### src/design/icc_pkg.sv
// Shared types, mode codes and ASCII helpers for the identifier case converter.
`timescale 1ns / 1ps

package icc_pkg;

  localparam int unsigned ModeW = 5;

  // Case styles; codes above SPONGE behave as copy.
  localparam logic [ModeW-1:0] MODE_COPY       = 5'd0;
  localparam logic [ModeW-1:0] MODE_CAMEL      = 5'd1;
  localparam logic [ModeW-1:0] MODE_CAPITAL    = 5'd2;
  localparam logic [ModeW-1:0] MODE_CONSTANT   = 5'd3;
  localparam logic [ModeW-1:0] MODE_DOT        = 5'd4;
  localparam logic [ModeW-1:0] MODE_HEADER     = 5'd5;
  localparam logic [ModeW-1:0] MODE_NO         = 5'd6;
  localparam logic [ModeW-1:0] MODE_PARAM      = 5'd7;
  localparam logic [ModeW-1:0] MODE_PASCAL     = 5'd8;
  localparam logic [ModeW-1:0] MODE_PATH       = 5'd9;
  localparam logic [ModeW-1:0] MODE_SENTENCE   = 5'd10;
  localparam logic [ModeW-1:0] MODE_SNAKE      = 5'd11;
  localparam logic [ModeW-1:0] MODE_TITLE      = 5'd12;
  localparam logic [ModeW-1:0] MODE_SWAP       = 5'd13;
  localparam logic [ModeW-1:0] MODE_LOWER      = 5'd14;
  localparam logic [ModeW-1:0] MODE_LOWERFIRST = 5'd15;
  localparam logic [ModeW-1:0] MODE_UPPER      = 5'd16;
  localparam logic [ModeW-1:0] MODE_UPPERFIRST = 5'd17;
  localparam logic [ModeW-1:0] MODE_SPONGE     = 5'd18;

  localparam logic [7:0] CH_SPACE = 8'h20;
  localparam logic [7:0] CH_TAB   = 8'h09;
  localparam logic [7:0] CH_UNDER = 8'h5F;
  localparam logic [7:0] CH_DOT   = 8'h2E;
  localparam logic [7:0] CH_SLASH = 8'h2F;
  localparam logic [7:0] CH_DASH  = 8'h2D;
  localparam logic [7:0] CASE_BIT = 8'h20;

  // One source item as it sits in the input register.
  typedef struct packed {
    logic [7:0] in_byte;
    logic       has_byte;
    logic       last_byte;
  } item_t;

  // One result item.
  typedef struct packed {
    logic [7:0] out_byte;
    logic       out_valid;
    logic       string_end;
  } res_t;

  function automatic logic is_up(input logic [7:0] b);
    return (b >= 8'h41) && (b <= 8'h5A);
  endfunction

  function automatic logic is_lo(input logic [7:0] b);
    return (b >= 8'h61) && (b <= 8'h7A);
  endfunction

  function automatic logic [7:0] to_up(input logic [7:0] b);
    return is_lo(b) ? (b - CASE_BIT) : b;
  endfunction

  function automatic logic [7:0] to_lo(input logic [7:0] b);
    return is_up(b) ? (b + CASE_BIT) : b;
  endfunction

  function automatic logic is_blank(input logic [7:0] b);
    return (b == CH_SPACE) || (b == CH_TAB);
  endfunction

  function automatic logic is_sep(input logic [7:0] b);
    return is_blank(b) || (b == CH_DOT) || (b == CH_UNDER) ||
           (b == CH_SLASH) || (b == CH_DASH);
  endfunction

endpackage

### src/design/icc_step.sv
// Per-string state and the combinational rewrite of one source item into results.
`timescale 1ns / 1ps

module icc_step (
  input  logic                          clk,
  input  logic                          rst,
  input  logic [icc_pkg::ModeW-1:0]     case_mode,
  input  logic                          take,
  input  icc_pkg::item_t                item,
  output logic [1:0]                    res_cnt,
  output icc_pkg::res_t                 res0,
  output icc_pkg::res_t                 res1
);

  logic prev_lower, sep_pending, past_leading_blanks;
  logic first_output, prev_out_separator, index_parity;
  logic prev_lower_next, sep_pending_next, past_leading_blanks_next;
  logic first_output_next, prev_out_separator_next, index_parity_next;

  logic       word_mode;
  logic       fo, pos, start;
  logic [7:0] b, lc, cb, sb, rb;

  assign b         = item.in_byte;
  assign lc        = icc_pkg::to_lo(b);
  assign word_mode = (case_mode >= icc_pkg::MODE_CAMEL) &&
                     (case_mode <= icc_pkg::MODE_TITLE);

  // Separator byte of the word styles.
  always_comb begin
    case (case_mode)
      icc_pkg::MODE_CONSTANT, icc_pkg::MODE_SNAKE: sb = icc_pkg::CH_UNDER;
      icc_pkg::MODE_DOT:                           sb = icc_pkg::CH_DOT;
      icc_pkg::MODE_HEADER, icc_pkg::MODE_PARAM:   sb = icc_pkg::CH_DASH;
      icc_pkg::MODE_PATH:                          sb = icc_pkg::CH_SLASH;
      default:                                     sb = icc_pkg::CH_SPACE;
    endcase
  end

  // Byte-wise raw styles.
  always_comb begin
    case (case_mode)
      icc_pkg::MODE_SWAP:       rb = icc_pkg::is_up(b) ? lc : icc_pkg::to_up(b);
      icc_pkg::MODE_LOWER:      rb = lc;
      icc_pkg::MODE_LOWERFIRST: rb = first_output ? lc : b;
      icc_pkg::MODE_UPPER:      rb = icc_pkg::to_up(b);
      icc_pkg::MODE_UPPERFIRST: rb = first_output ? icc_pkg::to_up(b) : b;
      icc_pkg::MODE_SPONGE:     rb = index_parity ? lc : icc_pkg::to_up(b);
      default:                  rb = b;
    endcase
  end

  always_comb begin
    res_cnt                  = 2'd0;
    res0                     = '0;
    res1                     = '0;
    prev_lower_next          = prev_lower;
    sep_pending_next         = sep_pending;
    past_leading_blanks_next = past_leading_blanks;
    index_parity_next        = index_parity;
    fo                       = first_output;
    pos                      = prev_out_separator;
    start                    = 1'b0;
    cb                       = lc;

    if (item.has_byte) begin
      if (word_mode) begin
        if (past_leading_blanks || !icc_pkg::is_blank(b)) begin
          past_leading_blanks_next = 1'b1;
          if (icc_pkg::is_sep(b)) begin
            sep_pending_next = 1'b1;
          end else begin
            // Word break: pending separator or lower-to-upper change.
            if (sep_pending || (prev_lower && icc_pkg::is_up(b))) begin
              if (!(((case_mode == icc_pkg::MODE_CAMEL) ||
                     (case_mode == icc_pkg::MODE_PASCAL)) && !fo)) begin
                res0    = '{out_byte: sb, out_valid: 1'b1, string_end: 1'b0};
                res_cnt = 2'd1;
              end
              fo  = 1'b0;
              pos = 1'b1;
            end
            sep_pending_next = 1'b0;
            start = fo || pos;
            case (case_mode)
              icc_pkg::MODE_CAPITAL, icc_pkg::MODE_TITLE,
              icc_pkg::MODE_HEADER, icc_pkg::MODE_PASCAL: begin
                cb = start ? icc_pkg::to_up(lc) : lc;
              end
              icc_pkg::MODE_CONSTANT: cb = icc_pkg::to_up(lc);
              icc_pkg::MODE_CAMEL:    cb = (!fo && pos) ? icc_pkg::to_up(lc) : lc;
              icc_pkg::MODE_SENTENCE: cb = fo ? icc_pkg::to_up(lc) : lc;
              default:                cb = lc;
            endcase
            if (res_cnt == 2'd0) begin
              res0 = '{out_byte: cb, out_valid: 1'b1, string_end: 1'b0};
            end else begin
              res1 = '{out_byte: cb, out_valid: 1'b1, string_end: 1'b0};
            end
            res_cnt = res_cnt + 2'd1;
            fo      = 1'b0;
            pos     = 1'b0;
          end
        end
      end else begin
        res0    = '{out_byte: rb, out_valid: 1'b1, string_end: 1'b0};
        res_cnt = 2'd1;
        fo      = 1'b0;
      end
      prev_lower_next   = icc_pkg::is_lo(b);
      index_parity_next = !index_parity;
    end

    first_output_next       = fo;
    prev_out_separator_next = pos;

    // End of string: mark the last result, or send a bare end mark.
    if (!item.has_byte || item.last_byte) begin
      case (res_cnt)
        2'd0: begin
          res0    = '{out_byte: 8'h00, out_valid: 1'b0, string_end: 1'b1};
          res_cnt = 2'd1;
        end
        2'd1:    res0.string_end = 1'b1;
        default: res1.string_end = 1'b1;
      endcase
      prev_lower_next          = 1'b0;
      sep_pending_next         = 1'b0;
      past_leading_blanks_next = 1'b0;
      first_output_next        = 1'b1;
      prev_out_separator_next  = 1'b0;
      index_parity_next        = 1'b0;
    end
  end

  always_ff @(posedge clk) begin
    if (rst) begin
      prev_lower          <= 1'b0;
      sep_pending         <= 1'b0;
      past_leading_blanks <= 1'b0;
      first_output        <= 1'b1;
      prev_out_separator  <= 1'b0;
      index_parity        <= 1'b0;
    end else if (take) begin
      prev_lower          <= prev_lower_next;
      sep_pending         <= sep_pending_next;
      past_leading_blanks <= past_leading_blanks_next;
      first_output        <= first_output_next;
      prev_out_separator  <= prev_out_separator_next;
      index_parity        <= index_parity_next;
    end
  end

  // A string end always produces at least one result.
  a_end_has_result: assert property (@(posedge clk) disable iff (rst)
    (take && (!item.has_byte || item.last_byte)) |-> (res_cnt != 2'd0))
    else $error("string end produced no result");

  // After a string end the per-string state is back to its start.
  a_end_clears: assert property (@(posedge clk) disable iff (rst)
    (take && (!item.has_byte || item.last_byte)) |=>
      (first_output && !sep_pending && !past_leading_blanks && !index_parity))
    else $error("string state not cleared at end");

  // Two results only ever come from a word style: a separator followed by a word byte.
  a_pair_shape: assert property (@(posedge clk) disable iff (rst)
    (res_cnt == 2'd2) |-> (word_mode && res0.out_valid && res1.out_valid &&
                           !res0.string_end))
    else $error("malformed result pair");

endmodule

### src/design/icc_outq.sv
// Two-entry result buffer that takes up to two results per cycle as room allows and sends one while res_ready is high.
`timescale 1ns / 1ps

module icc_outq (
  input  logic           clk,
  input  logic           rst,
  input  logic           push,
  input  logic [1:0]     push_cnt,
  input  icc_pkg::res_t  push0,
  input  icc_pkg::res_t  push1,
  output logic           room,
  output logic           res_valid,
  input  logic           res_ready,
  output icc_pkg::res_t  head
);

  icc_pkg::res_t q0, q1, q0_next, q1_next;
  logic [1:0]    cnt, cnt_next, kept, free;
  logic          pop;
  icc_pkg::res_t sh0;

  assign pop       = (cnt != 2'd0) && res_ready;
  assign free      = 2'd2 - cnt + {1'b0, pop};
  assign room      = (push_cnt <= free);
  assign kept      = cnt - {1'b0, pop};
  assign sh0       = pop ? q1 : q0;
  assign res_valid = (cnt != 2'd0);
  assign head      = q0;

  always_comb begin
    q0_next  = (kept != 2'd0) ? sh0 : push0;
    case (kept)
      2'd0:    q1_next = push1;
      2'd1:    q1_next = push0;
      default: q1_next = q1;
    endcase
    cnt_next = kept + (push ? push_cnt : 2'd0);
  end

  always_ff @(posedge clk) begin
    if (rst) begin
      cnt <= 2'd0;
    end else begin
      cnt <= cnt_next;
    end
  end

  always_ff @(posedge clk) begin
    q0 <= q0_next;
    q1 <= q1_next;
  end

  a_no_overflow: assert property (@(posedge clk) disable iff (rst)
    push |-> (push_cnt <= free))
    else $error("result buffer overflow");

  a_count_range: assert property (@(posedge clk) disable iff (rst)
    cnt != 2'd3)
    else $error("result buffer count out of range");

endmodule

### src/design/identifier_case_converter.sv
// Top level of the streaming identifier case converter.
`timescale 1ns / 1ps

// Identifier case converter: feed a string one byte per transfer on the input
// channel (in_byte, has_byte, last_byte) and collect the rewritten string on
// the result channel (out_byte, out_valid, string_end). case_mode selects one
// of 19 styles (copy, camel, capital, constant, dot, header, no, param,
// pascal, path, sentence, snake, title, swap, lower, lowerfirst, upper,
// upperfirst, sponge); codes 19..31 act as copy. Write case_mode through
// cfg_wr_en / cfg_wr_data only between strings while the block is drained.
// Each source item waits in the input register, where short combinational
// rewrite logic turns it into results that land in a two-entry buffer when
// the buffer has room; a result is offered from that buffer, so one byte per
// cycle streams through while the buffer has room and res_ready is high. An
// item that yields a separator plus a word byte needs two result slots;
// items that yield nothing (dropped blanks, separator runs) still pass through
// the input register. A string ends on last_byte, or on an item with has_byte
// low, which produces a bare end mark when no byte is left to carry string_end.
module identifier_case_converter (
  input  logic                      clk,
  input  logic                      rst,
  // configuration
  input  logic                      cfg_wr_en,
  input  logic [icc_pkg::ModeW-1:0] cfg_wr_data,
  // source items
  input  logic                      in_valid,
  output logic                      in_ready,
  input  logic [7:0]                in_byte,
  input  logic                      has_byte,
  input  logic                      last_byte,
  // result items
  output logic                      res_valid,
  input  logic                      res_ready,
  output logic [7:0]                out_byte,
  output logic                      out_valid,
  output logic                      string_end
);

  logic [icc_pkg::ModeW-1:0] case_mode;
  logic                      a_valid;
  icc_pkg::item_t            a_item;
  logic                      adv;
  logic                      room;
  logic [1:0]                res_cnt;
  icc_pkg::res_t             res0, res1, head;

  // Hold the style register; the user must write it only while drained, the block itself does not enforce it.
  always_ff @(posedge clk) begin
    if (rst) begin
      case_mode <= icc_pkg::MODE_COPY;
    end else if (cfg_wr_en) begin
      case_mode <= cfg_wr_data;
    end
  end

  // Input register: advance its item into the result buffer when the buffer
  // has room for every result it produces; refill in the same cycle.
  assign adv      = a_valid && room;
  assign in_ready = !a_valid || adv;

  always_ff @(posedge clk) begin
    if (rst) begin
      a_valid <= 1'b0;
    end else if (in_ready) begin
      a_valid <= in_valid;
    end
  end

  always_ff @(posedge clk) begin
    if (in_ready && in_valid) begin
      a_item <= '{in_byte: in_byte, has_byte: has_byte, last_byte: last_byte};
    end
  end

  icc_step u_step (
    .clk       (clk),
    .rst       (rst),
    .case_mode (case_mode),
    .take      (adv),
    .item      (a_item),
    .res_cnt   (res_cnt),
    .res0      (res0),
    .res1      (res1)
  );

  icc_outq u_outq (
    .clk       (clk),
    .rst       (rst),
    .push      (adv),
    .push_cnt  (res_cnt),
    .push0     (res0),
    .push1     (res1),
    .room      (room),
    .res_valid (res_valid),
    .res_ready (res_ready),
    .head      (head)
  );

  assign out_byte   = head.out_byte;
  assign out_valid  = head.out_valid;
  assign string_end = head.string_end;

  // A held input item only leaves the register by advancing.
  a_hold_item: assert property (@(posedge clk) disable iff (rst)
    (a_valid && !adv) |=> (a_valid && $stable(a_item)))
    else $error("input register lost an item");

  // Nothing advances from an empty input register.
  a_adv_needs_item: assert property (@(posedge clk) disable iff (rst)
    adv |-> a_valid)
    else $error("advance without an item");

endmodule
### config.mk
export PLATFORM = sky130hd
export DESIGN_NAME = identifier_case_converter
export DESIGN_NICKNAME = d
export VERILOG_FILES = /design/src/design/icc_pkg.sv /design/src/design/icc_step.sv /design/src/design/icc_outq.sv /design/src/design/identifier_case_converter.sv
export SDC_FILE = /design/constraint.sdc
export NUM_CORES = 1
export LEC_CHECK = 0
export BUFFER_PORTS_ARGS = -buffer_cell sky130_fd_sc_hd__buf_2
export CAP_MARGIN = 30
export CORE_AREA = 5 5 83 85
export DETAILED_ROUTE_END_ITERATION = 8
export DIE_AREA = 0 0 88 90
export HOLD_SLACK_MARGIN = 0.1
export MAX_ROUTING_LAYER = met4
export PLACE_DENSITY = 0.68
export SKIP_CTS_REPAIR_TIMING = 1
export SYNTH_ARGS = -nofsm -noshare
export SYNTH_HDL_FRONTEND = slang
export SYNTH_SLANG_ARGS = --single-unit
### constraint.sdc
create_clock -name clk -period 8.4 [get_ports clk]
set_input_delay 0.84 -clock clk [delete_from_list [all_inputs] [get_ports clk]]
set_output_delay 0.84 -clock clk [all_outputs]
set_load 0.02 [all_outputs]
# Word level (Yosys, flattened, before mapping)
# Index checks and enable logic that the tools add are counted.
[word_totals] register_bits=44 input_bits=20 out_inout_bits=12 elab_cells=185
[op_classes] addsub=8 order_cmp=9 eq_ne=29 n_mux=77 reduce_logical=44
[op_table] cell="10-bit two-way mux" n=14
[op_table] cell="8-bit two-way mux" n=10
[op_table] cell="8-bit case mux with 6 select lines" n=1
[op_table] cell="5-bit by 4-bit equality test with 1-bit output (second input constant)" n=8
[op_table] cell="1-bit two-way mux" n=35
[op_table] cell="8-bit by 6-bit equality test with 1-bit output (second input constant)" n=4
[op_table] cell="8-bit case mux with 4 select lines" n=1
[op_table] cell="7-bit case mux with 4 select lines" n=1
[op_table] cell="8-bit by 7-bit >= comparator with 1-bit output (second input constant)" n=3
[op_table] cell="8-bit by 7-bit <= comparator with 1-bit output (second input constant)" n=3
[op_table] cell="2-bit two-way mux" n=12
[op_table] cell="10-bit case mux with 2 select lines" n=1
[op_table] cell="9-bit two-way mux" n=2
[op_table] cell="8-bit by 6-bit subtractor with 8-bit output (second input constant)" n=2
[op_table] cell="5-bit by 3-bit equality test with 1-bit output (second input constant)" n=3
[op_table] cell="5-bit equality test (second input constant)" n=3
[op_table] cell="2-bit nonzero test" n=6
[op_table] cell="1-bit logical OR" n=11
[op_table] cell="5-bit by 2-bit equality test with 1-bit output (second input constant)" n=2
[op_table] cell="1-bit logical AND" n=10
[op_table] cell="8-bit by 6-bit adder with 8-bit output (second input constant)" n=1
[op_table] cell="8-bit by 4-bit equality test with 1-bit output (second input constant)" n=1
[op_table] cell="8-bit by 7-bit equality test with 1-bit output (second input constant)" n=1
[op_table] cell="4-bit AND reduction" n=2
[op_table] cell="19 further kinds" n=30

# Depth between registers and ports, before layout
# Gate-level depths: netlist of run 1.
[depth] word_depth=22 mapped_depth=17

# By module
# Synthesis of run 1 repeated with hierarchy kept, for this count alone.
[hier_totals] hier_cells=320 area_unflattened_um2=3062.9
[modules_own_cells] mod="icc_step" n_inst=1 cells_per_inst=216 area_each_um2=1452.6
[modules_own_cells] mod="icc_outq" n_inst=1 cells_per_inst=72 area_each_um2=1074.8
[modules_own_cells] mod="identifier_case_converter" n_inst=1 cells_per_inst=32 area_each_um2=535.5

# Worst setup path before layout of run 1
# OpenSTA, ideal clock, no wires.
[synth_timing] kind="register to output" from="register a_item[8] (netlist bit)" to="output port in_ready" t_arrival_ns=2.444 required_ns=7.560 path_slack_ns=5.116 stages_incl_launch_ff=13 path_buffers=1 cell_sequence="edfxtp_1 -> clkbuf_2 -> inv_1 -> ha_1 -> nor3b_1 -> o21ai_0 -> a31o_2 -> nor3b_2 -> ha_1 -> nor2b_1 -> o21ai_0 -> inv_1 -> nand2_1"
[synth_via] elab_chain_cells=20
[synth_rtl] item="start: declaration" line="identifier_case_converter.sv:41" text="icc_pkg::item_t a_item;"
[synth_rtl] item="start signal: assignment" line="identifier_case_converter.sv:71" text="a_item <= '{in_byte: in_byte, has_byte: has_byte, last_byte: last_byte};"
[synth_rtl] item="8-bit by 7-bit >= comparator with 1-bit output / 8-bit by 7-bit <= comparator with 1-bit output (equally long branches)" line="icc_pkg.sv:52" text="return (b >= 8'h41) && (b <= 8'h5A);"
[synth_rtl] item="1-bit logical AND" line="icc_pkg.sv:52"
[synth_rtl] item="1-bit logical AND" line="icc_step.sv:74" text="if (sep_pending || (prev_lower && icc_pkg::is_up(b))) begin"
[synth_rtl] item="1-bit logical OR" line="icc_step.sv:74"
[synth_rtl] item="2-bit two-way mux" line="icc_step.sv:74"
[synth_rtl] item="2-bit two-way mux" line="icc_step.sv:70" text="if (icc_pkg::is_sep(b)) begin"
[synth_rtl] item="2-bit two-way mux" line="icc_step.sv:68" text="if (past_leading_blanks || !icc_pkg::is_blank(b)) begin"
[synth_rtl] item="2-bit two-way mux" line="icc_step.sv:67" text="if (word_mode) begin"
[synth_rtl] item="[4 not listed]"
[synth_rtl] item="2-bit two-way mux *" line="icc_step.sv:67"
[synth_rtl] item="2-bit two-way mux *" line="icc_step.sv:66" text="if (item.has_byte) begin"
[synth_rtl] item="2-bit logical NOT" line="icc_step.sv:119" text="case (res_cnt)"
[synth_rtl] item="2-bit two-way mux" line="icc_step.sv:119"
[synth_rtl] item="2-bit two-way mux *" line="icc_step.sv:118" text="if (!item.has_byte || item.last_byte) begin"
[synth_rtl] item="2-bit <= comparator *" line="icc_outq.sv:24" text="assign room = (push_cnt <= free);"
[synth_rtl] item="1-bit logical AND *" line="identifier_case_converter.sv:58" text="assign adv = a_valid && room;"
[synth_rtl] item="1-bit logical OR *" line="identifier_case_converter.sv:59" text="assign in_ready = !a_valid || adv;"
[synth_rtl] item="end: declaration" line="identifier_case_converter.sv:27" text="output logic in_ready,"
# Every way passes the cells marked *; elsewhere a longest branch is shown, timed or not. The select of a mux whose other input is x is not followed.

# Worst setup path in the final report of run 1
[layout_timing] from="register case_mode[2] (netlist bit)" to="output port in_ready"
[layout_via] elab_chain_cells=20
[layout_rtl] item="start: declaration" line="identifier_case_converter.sv:39" text="logic [icc_pkg::ModeW-1:0] case_mode;"
[layout_rtl] item="start signal: assignment" line="identifier_case_converter.sv:50" text="case_mode <= icc_pkg::MODE_COPY;"
[layout_rtl] item="start signal: assignment" line="identifier_case_converter.sv:52" text="case_mode <= cfg_wr_data;"
[layout_rtl] item="5-bit by 1-bit equality test with 1-bit output / 5-bit by 4-bit equality test with 1-bit output (equally long branches)" line="icc_step.sv:75, icc_step.sv:76"
[layout_rtl] item="1-bit logical OR" line="icc_step.sv:75" text="if (!(((case_mode == icc_pkg::MODE_CAMEL) ||"
[layout_rtl] item="1-bit logical AND" line="icc_step.sv:76" text="(case_mode == icc_pkg::MODE_PASCAL)) && !fo)) begin"
[layout_rtl] item="1-bit two-way mux" line="icc_step.sv:75"
[layout_rtl] item="2-bit two-way mux" line="icc_step.sv:74"
[layout_rtl] item="2-bit two-way mux" line="icc_step.sv:70"
[layout_rtl] item="2-bit two-way mux" line="icc_step.sv:68"
[layout_rtl] item="2-bit two-way mux" line="icc_step.sv:67"
[layout_rtl] item="[4 not listed]"
[layout_rtl] item="2-bit two-way mux *" line="icc_step.sv:67"
[layout_rtl] item="2-bit two-way mux *" line="icc_step.sv:66"
[layout_rtl] item="2-bit logical NOT" line="icc_step.sv:119"
[layout_rtl] item="2-bit two-way mux" line="icc_step.sv:119"
[layout_rtl] item="2-bit two-way mux *" line="icc_step.sv:118"
[layout_rtl] item="2-bit <= comparator *" line="icc_outq.sv:24"
[layout_rtl] item="1-bit logical AND *" line="identifier_case_converter.sv:58"
[layout_rtl] item="1-bit logical OR *" line="identifier_case_converter.sv:59"
# Marks and branches as above.

==> flow_metrics.env, run 1 <==
export IMPL_status="completed"
export IMPL_synth_edf_count=30
export IMPL_synth_area_per_cell_um2=9.49
export IMPL_root_buffer="clkbuf_8"
export IMPL_arrival_ns=3.25
export IMPL_synthArstFlopShare_pct=0
export IMPL_yosysUniqueCellTypes=80
export IMPL_grt_max_degree=21
export IMPL_relSlewSlack_pct=44.5
export IMPL_syn_num_nets=340
export IMPL_setup_ws_ns=4.31
export IMPL_cts_buffer_depth=2
export IMPL_grt_antenna_before_repair=0
export IMPL_drive_above_1_share_pct=20.3
export IMPL_postRouteAntennaNets=0
export IMPL_finalSetupViolations=0
export IMPL_start_util_pct=48.0
export IMPL_mostFrequentLayoutCells="nand2_1, buf_2, edfxtp_1"
export IMPL_die_height_um=90
export IMPL_syn_instance_count=310
export IMPL_drc_errors=0
export IMPL_slew_violations=0
export IMPL_hold_class="reg2reg"
export IMPL_drtIter0Drc=126
export IMPL_synthSimpleGateAreaFrac_pct=19.1
export IMPL_synth_mux_area_fraction_pct=2.04
export IMPL_worstSkewPairLatency_ns=0.30
export IMPL_worstPathMaxFanout=18
export IMPL_post_drt_wl_per_cell_um=16.5
export IMPL_dieArea_mm2=0.00792
export IMPL_io_buffers=31
export IMPL_critical_path_max_stage_delay_ns=0.72
export IMPL_period_needed_ns=4.09
export IMPL_fin_worst_skew_ns=0.00959
export IMPL_ys_flop_type="edfxtp_1"
export IMPL_synth_seq_cells=43
export IMPL_crit_type="reg2out"
export IMPL_area_growth_pct=7.99
export IMPL_grt_pass1_wl_um=11100
export IMPL_place_congestion=0.921
export IMPL_dpl_worst_slack_ns=4.68
export IMPL_n_antenna_cell=0
export IMPL_avgViaCountPerCell=5.95
export IMPL_maxCapViolCount=0
export IMPL_fmax_mhz=245
export IMPL_worst_slew_pin_transition_ns=0.832
export IMPL_crit_path_start_kind="flop"
export IMPL_fp_row_count=29
export IMPL_drt_wl_total_um=6710
export IMPL_synthAdderAreaFrac_pct=4.59
export IMPL_grt_pass1_vias=2247
export IMPL_vias=2420
export IMPL_cts_sinks=43
export IMPL_synth_top_family_by_area="compound AO/OA/AOI/OAI gates"
export IMPL_nNetsFinal=359
export IMPL_final_common_cell="nand2_1"
export IMPL_slowest_stage="dfxtp_1"
export IMPL_io_pins=32
export IMPL_yosys_warnings=0
export IMPL_dp_hpwl_um=5120
export IMPL_syn_area_mm2=0.00294
export IMPL_critPathRequiredTime_ns=7.56
export IMPL_peakVddDrop_v=0.000156
export IMPL_power_density_mw_per_mm2=264
export IMPL_crit_top_cell="nand2_1"
export IMPL_die_w_um=88
export IMPL_critPathTopFamily="simple AND/OR/NAND/NOR gates"
export IMPL_totalNegativeSetupSlack_ns=0
export IMPL_synth_xor_area_share_pct=1.79
export IMPL_cts_buffers=5
export IMPL_globalRouteTotalUtil_pct=18.0
export IMPL_synth_compound_area_share_pct=27.6
export IMPL_htree_num_levels=2
export IMPL_synth_seq_area_share_pct=39.5
export IMPL_grt_overflow=0
export IMPL_clkTransAtPathRegs_ns=0.09
export IMPL_hold_viol=0
export IMPL_crit_buf_inv=2
export IMPL_fin_crit_sh_pct=48.6
export IMPL_cts_tree="yes"
export IMPL_crit_chain="nor2_1, a221oi_4, nand2_1, nor3b_2, ha_1, nor2b_1, o21ai_0, inv_1, nand2_1, buf_2"
export IMPL_first_pass_iters=4
export IMPL_leakage_uw=0.00126
export IMPL_rsz0062_at_grt="no"
export IMPL_core_mm2=0.00613
export IMPL_endpoint_kind="output pin"
## area by class of cell
cell class              count  area [um2]
clock buffers               6        72.6
clock inverters             2        12.5
fillers                   569        2950
inverters                  13        51.3
multi-input cells         234        1620
flip-flops and latches     43        1160
well taps                  77        96.3
repair buffers             32         163
## report_power, final
part | leakage (uW) | internal, uW | switching, uW
Clock | 0.0000412 | 58.2 | 73.9
Sequential | 0.000421 | 323 | 37.3
Combinational | 0.000802 | 118 | 228
## final timing paths
kind | from | endpoint | slack (ns) | depth (start not counted)
max | case_mode[2] | in_ready | 4.31 | 10
min reg2reg | u_step.prev_lower | u_step.prev_lower | 0.50 | 2
max reg2reg | case_mode[2] | a_item[7] | 4.66 | 9
min | u_step.prev_lower | u_step.prev_lower | 0.50 | 2
## cells by family after synthesis
logic type / count (synthesis)
AOI/OAI and AO/OA: 105
and+or+nand+nor: 106
adders and majority gates: 11
xor gates and xnor gates: 6
DFF: 43
muxes: 6
buffers and inverters: 33
## Yosys cell counts, drive strengths merged, types with 3 or more instances
library cell | instances | share of area (%)
a211oi | 7 | 2.4
a21o | 6 | 1.5
a21oi | 20 | 4.0
a221o | 3 | 1.0
a22oi | 3 | 0.94
a31o | 3 | 0.89
a31oi | 4 | 0.85
and2 | 4 | 0.85
buf | 14 | 2.9
clkbuf | 6 | 0.81
dfxtp | 13 | 8.8
edfxtp | 30 | 31
ha | 10 | 4.3
inv | 13 | 1.7
mux2i | 6 | 2.0
nand2 | 36 | 5.0
nand3 | 7 | 1.2
nor2 | 23 | 2.9
nor2b | 5 | 1.1
nor3 | 10 | 2.1
nor3b | 6 | 1.7
o21a | 4 | 1.3
o21ai | 22 | 3.7
o22ai | 3 | 0.64
o31ai | 5 | 1.4
xnor2 | 3 | 0.89
xor2 | 3 | 0.89
## per-stage QoR
stage	std cells	area, um2	utilization [%]	hold slack [ns]	power [uW]
6_report	407	3180	51.8	0.505	838
5_1_grt	407	3180	51.8	0.535	901
4_1_cts	407	3180	51.8	0.507	848
3_5_place_dp	399	3090	50.4	0.488	714
3_3_place_gp	399	3090	50.4	0.474	705
2_1_floorplan	310	2940	-	0.449	622
## sequential cells by signal (all words and copies together), names as in the netlist
name                        count
u_outq.q1                      10
u_step.past_leading_blanks      1
a_item                         10
a_valid                         1
u_step.prev_lower               1
u_outq.cnt                      2
case_mode                       5
u_step.sep_pending              1
u_outq.head                    10
u_step.index_parity             1
u_step.first_output             1
## metal layers
layer	wire length (um)	track usage [%]
met5	0	-
met4	110	5.12
met3	326	3.38
met1	2970	23.4
met2	3310	28.5
## worst reg2reg max path: cells and delay by family (launching register included)
family | cells | cell delay [ns]
simple gates | 4 | 0.86
fa+ha+maj | 1 | 0.30
compound gates | 3 | 1.39
flops | 1 | 0.72
buf+inv | 1 | 0.10
Note: power is estimated with default switching activity, not from simulation.
==> run 2: changes to the inputs <==
--- a/config.mk
+++ b/config.mk
@@ -12,7 +12,7 @@
 export DIE_AREA = 0 0 88 90
 export HOLD_SLACK_MARGIN = 0.1
 export MAX_ROUTING_LAYER = met4
-export PLACE_DENSITY = 0.68
+export PLACE_DENSITY = 0.71
 export SKIP_CTS_REPAIR_TIMING = 1
 export SYNTH_ARGS = -nofsm -noshare
 export SYNTH_HDL_FRONTEND = slang
==> constraint.sdc (replaced) <==
create_clock -name clk -period 3.5 [get_ports clk]
set_input_delay 0.35 -clock clk [delete_from_list [all_inputs] [get_ports clk]]
set_output_delay 0.35 -clock clk [all_outputs]
set_load 0.02 [all_outputs]
==> run 2 against run 1 <==
  * Critical path depth is 1 higher
  * Register-to-register slack got worse by 4.3 ns
  * Routed wire length up 5.9%
  * Clock-buffer cell count stayed put
  * Worst setup slack worse by 4.1 ns
==> flow_metrics.env, run 2 (synthesis gave the netlist of run 1 again) <==
export IMPL_status="completed"
export IMPL_maxCapViolCount=0
export IMPL_grt_pass1_wl_um=11900
export IMPL_dp_hpwl_um=5560
export IMPL_slew_violations=0
export IMPL_relSlewSlack_pct=63.4
export IMPL_critPathRequiredTime_ns=3.15
export IMPL_first_pass_iters=4
export IMPL_endpoint_kind="output pin"
export IMPL_fp_row_count=29
export IMPL_drtIter0Drc=167
export IMPL_worst_slew_pin_transition_ns=0.548
export IMPL_place_congestion=0.936
export IMPL_avgViaCountPerCell=5.86
export IMPL_io_buffers=31
export IMPL_cts_buffer_depth=2
export IMPL_fin_crit_sh_pct=93.7
export IMPL_hold_viol=0
export IMPL_crit_type="reg2out"
export IMPL_power_density_mw_per_mm2=626
export IMPL_core_mm2=0.00613
export IMPL_worstSkewPairLatency_ns=0.30
export IMPL_setup_ws_ns=0.222
export IMPL_dieArea_mm2=0.00792
export IMPL_postRouteAntennaNets=0
export IMPL_grt_pass1_vias=2427
export IMPL_crit_chain="or4_4, o21a_4, a21o_1, and2_1, o21ba_2, ha_1, nand2_1, o21ai_1, inv_1, nand2_1, buf_2"
export IMPL_peakVddDrop_v=0.000426
export IMPL_finalSetupViolations=0
export IMPL_mostFrequentLayoutCells="nand2_1, buf_2, edfxtp_1"
export IMPL_drc_errors=0
export IMPL_arrival_ns=2.93
export IMPL_fmax_mhz=305
export IMPL_grt_overflow=0
export IMPL_fin_worst_skew_ns=0.00890
export IMPL_htree_num_levels=2
export IMPL_cts_tree="yes"
export IMPL_globalRouteTotalUtil_pct=19.3
export IMPL_cts_sinks=43
export IMPL_nNetsFinal=374
export IMPL_io_pins=32
export IMPL_cts_buffers=5
export IMPL_post_drt_wl_per_cell_um=16.8
export IMPL_grt_antenna_before_repair=0
export IMPL_area_growth_pct=12.1
export IMPL_die_height_um=90
export IMPL_slowest_stage="or4_4"
export IMPL_period_needed_ns=3.28
export IMPL_clkTransAtPathRegs_ns=0.09
export IMPL_grt_max_degree=18
export IMPL_final_util_pct=53.8
export IMPL_critical_path_max_stage_delay_ns=0.48
export IMPL_final_common_cell="nand2_1"
export IMPL_vias=2474
export IMPL_leakage_uw=0.00134
export IMPL_die_w_um=88
export IMPL_n_antenna_cell=0
export IMPL_drt_wl_total_um=7110
export IMPL_worstPathMaxFanout=12
export IMPL_crit_path_start_kind="flop"
export IMPL_drive_above_1_share_pct=24.1
export IMPL_root_buffer="clkbuf_8"
export IMPL_start_util_pct=48.0
export IMPL_hold_class="in2reg"
export IMPL_dpl_worst_slack_ns=0.256
export IMPL_crit_top_cell="nand2_1"
-- run 2: worst paths after layout --
kind                            cells after the start              start                 to  slack (ns)
worst max-delay path                               11       case_mode[1]           in_ready        0.22
worst min-delay path                                1         in_byte[5]          a_item[7]        0.22
worst max register to register                     14       case_mode[1]      u_outq.cnt[1]        0.36
worst min register to register                      2  u_step.prev_lower  u_step.prev_lower        0.50
-- run 2: final cells by class --
type | count | area, um2
timing repair buffer | 47 | 275
inverter | 13 | 51.3
clock buffer | 6 | 72.6
clock inverter | 2 | 12.5
sequential | 43 | 1160
fill | 590 | 2830
multi-input combinational | 234 | 1630
tap | 77 | 96.3
-- run 2: per-stage QoR --
step	cells	cell area, um2	TNS (ns)	power (uW)	hold WS (ns)
after floorplan	310	2940	0	1490	0.422
after global placement	412	3190	0	1730	0.477
after detailed placement	412	3190	0	1760	0.479
after CTS	420	3280	0	2080	0.217
after global routing	422	3300	-0.00341	2210	0.213
final	422	3300	0	2060	0.220
-- run 2: report_power, final --
part	switching (uW)	leakage (uW)	internal (uW)	total (uW)
combinational	578	0.000876	323	900
sequential	68.1	0.000421	775	843
clock	181	0.0000412	140	320
total	826	0.00134	1240	2060
-- run 2: critical path, delay by kind of cell (launching register included) --
kind	cells	cell delay, ns
fa+ha+maj	1	0.28
flops	1	0.45
simple gates	4	0.82
compound gates	4	0.84
buf+inv	2	0.25
-- run 2: metal layers --
metal | share of wire, % | track usage (%) | up-vias
li1 | - | - | 1236
met1 | 46 | 25.8 | 1160
met2 | 48 | 29.8 | 66
met3 | 4.0 | 3.02 | 12
met4 | 1.9 | 6.27 | 0
met5 | 0 | - | -
==> run 3: changes to the inputs <==
--- a/config.mk
+++ b/config.mk
@@ -12,7 +12,7 @@
 export DIE_AREA = 0 0 88 90
 export HOLD_SLACK_MARGIN = 0.1
 export MAX_ROUTING_LAYER = met4
-export PLACE_DENSITY = 0.71
+export PLACE_DENSITY = 0.68
 export SKIP_CTS_REPAIR_TIMING = 1
 export SYNTH_ARGS = -nofsm -noshare
 export SYNTH_HDL_FRONTEND = slang
==> constraint.sdc (replaced) <==
create_clock -name clk -period 4.1 [get_ports clk]
set_input_delay 0.41 -clock clk [delete_from_list [all_inputs] [get_ports clk]]
set_output_delay 0.41 -clock clk [all_outputs]
set_load 0.02 [all_outputs]
==> run 3 against run 2 <==
  * Combinational power is 21% lower
  * Register-to-register slack better by 0.25 ns
  * Sequential share of layout area is 0.79 points higher
  * Final area is 2.2% lower
  * Clock skew is 0.0028 ns higher
  * Clock-buffer cell count is 1 higher
  * Core utilization is 1.2 points lower
  * Flip-flop and latch count stayed put
  * Worst setup slack better by 0.26 ns
  * Clock power is 5% lower
  * Sequential power is 13% lower
  * Non-clock buffer count is 11 lower
==> flow_metrics.env, run 3 (synthesis gave the netlist of run 1 again) <==
export IMPL_hold_viol=0
export IMPL_met3_usage_pct=2.47
export IMPL_cts_sinks=43
export IMPL_hold_depth=1
export IMPL_drc_errors=0
export IMPL_arrival_ns=3.21
export IMPL_avgViaCountPerCell=6.03
export IMPL_final_common_cell="nand2_1"
export IMPL_htree_num_levels=2
export IMPL_slowest_stage="dfxtp_1"
export IMPL_crit_chain="nor2_1, a221oi_4, nand2_1, nor3b_2, ha_1, nor2b_1, o21ai_0, inv_1, nand2_1, buf_2"
export IMPL_area_growth_pct=9.65
export IMPL_critPathTopFamily="simple AND/OR/NAND/NOR gates"
export IMPL_post_drt_wl_per_cell_um=16.5
export IMPL_critPathRequiredTime_ns=3.69
export IMPL_drtIter0Drc=145
export IMPL_r2r_end="u_outq.cnt[1]"
export IMPL_hold_end="a_item[7]"
export IMPL_fillers=580
export IMPL_clkTransAtPathRegs_ns=0.09
export IMPL_grt_use_met1_pct=23.9
export IMPL_dieArea_mm2=0.00792
export IMPL_endpoint_kind="output pin"
export IMPL_core_mm2=0.00613
export IMPL_power_density_mw_per_mm2=544
export IMPL_io_buffers=31
export IMPL_vias=2478
export IMPL_grtUsageMet2_pct=29.1
export IMPL_worst_slew_pin_transition_ns=0.618
export IMPL_r2r_start="case_mode[1]"
export IMPL_slew_violations=0
export IMPL_multi_input_area_mm2=0.00162
export IMPL_grt_max_degree=21
export IMPL_crit_path_start_kind="flop"
export IMPL_dpl_worst_slack_ns=0.635
export IMPL_die_w_um=88
export IMPL_final_util_pct=52.6
export IMPL_fmax_mhz=276
export IMPL_io_pins=32
export IMPL_cts_buffers=5
export IMPL_first_pass_iters=4
export IMPL_drive_above_1_share_pct=21.6
export IMPL_seq_area_mm2=0.00116
export IMPL_fin_worst_skew_ns=0.0117
export IMPL_crit_type="reg2out"
export IMPL_nNetsFinal=363
export IMPL_cts_tree="yes"
export IMPL_grt_overflow=0
export IMPL_n_antenna_cell=0
export IMPL_cts_buffer_depth=2
export IMPL_grt_pass1_vias=2331
export IMPL_leakage_uw=0.00129
export IMPL_peakVddDrop_v=0.000335
export IMPL_grt_busiest_layer="met2"
export IMPL_crit_top_cell="nand2_1"
export IMPL_status="completed"
export IMPL_worstPathMaxFanout=20
export IMPL_rsz0062_at_grt="no"
export IMPL_mostFrequentLayoutCells="nand2_1, buf_2, edfxtp_1"
export IMPL_globalRouteTotalUtil_pct=18.2
export IMPL_whs_ns=0.276
export IMPL_period_needed_ns=3.62
export IMPL_start_util_pct=48.0
export IMPL_setup_ws_ns=0.478
export IMPL_finalSetupViolations=0
export IMPL_critical_path_max_stage_delay_ns=0.72
export IMPL_r2r_cells=13
export IMPL_maxCapViolCount=0
export IMPL_fp_row_count=29
export IMPL_dp_hpwl_um=5210
export IMPL_totalNegativeSetupSlack_ns=0
export IMPL_hp_start="in_byte[5]"
export IMPL_relSlewSlack_pct=58.7
export IMPL_total_power_uw=1760
export IMPL_fin_crit_sh_pct=88.3
export IMPL_worstSkewPairLatency_ns=0.30
export IMPL_hold_class="in2reg"
export IMPL_root_buffer="clkbuf_8"
export IMPL_crit_buf_inv=2
export IMPL_place_congestion=0.921
export IMPL_r2r_slack_ns=0.61
export IMPL_die_height_um=90
export IMPL_grt_pass1_wl_um=11300
export IMPL_postRouteAntennaNets=0
export IMPL_grt_antenna_before_repair=0
export IMPL_drt_wl_total_um=6800
## run 3: cell count changes in the layout (fill, tap and decap cells not counted)
| cell | previous run | this run |
|---|---|---|
| clkbuf_1 | 1 | 0 |
| nor3b_4 | 1 | 0 |
| nor3b_2 | 0 | 1 |
| buf_4 | 16 | 5 |
| clkinv_2 | 1 | 0 |
| o21ai_0 | 13 | 15 |
| o21ai_1 | 9 | 7 |
| nor2_2 | 1 | 0 |
| nor2_1 | 22 | 23 |
| clkbuf_8 | 5 | 7 |
## run 3: how the worst max path moves through the flow
stage                      start            end  slack [ns]  cells past startpoint
global placement    case_mode[1]  u_outq.cnt[1]        0.76                     13
finish              case_mode[1]       in_ready        0.48                     10
floorplan              a_item[8]      a_item[0]        0.88                     12
detailed placement  case_mode[1]  u_outq.cnt[1]        0.64                     13
CTS                 case_mode[1]       in_ready        0.48                     10
global route        case_mode[1]       in_ready        0.17                     10
## run 3: area by class of cell
class	count	share of cell area, %
Timing Repair Buffer	36	5.97
Clock inverter	1	0.233
Multi-Input combinational cell	234	50.3
Sequential cell	43	36.0
Inverter	13	1.59
Clock buffer	7	2.99
Tap cell	77	2.99
## run 3: report_power, final
group / internal (uW) / switching (uW)
clock: 153 / 152
sequential: 662 / 73.0
combinational: 246 / 469
total: 1060 / 695
## run 3: worst register-to-register path: stages (launching register included)
cell,delay (ns)
dfxtp_1,0.72
nor2_1,0.25
a221oi_4,0.44
nand2_1,0.13
nor3b_2,0.32
ha_1,0.29
nor2b_1,0.13
o21ai_0,0.24
nand2_1,0.20
nor2_1,0.14
ha_1,0.16
xor2_1,0.16
xnor2_1,0.13
nor2_1,0.05
## run 3: per-stage QoR
stage,instance area (um2),instances
finish,3230,411
global route,3230,411
CTS,3230,411
detailed placement,3120,403
global placement,3120,403
floorplan,2940,310
## run 3: per-layer routing
metal	wire, um	vias up
met1	3050	1174
met3	318	14
met4	161	0
li1	-	1209
met5	0	-
met2	3270	81
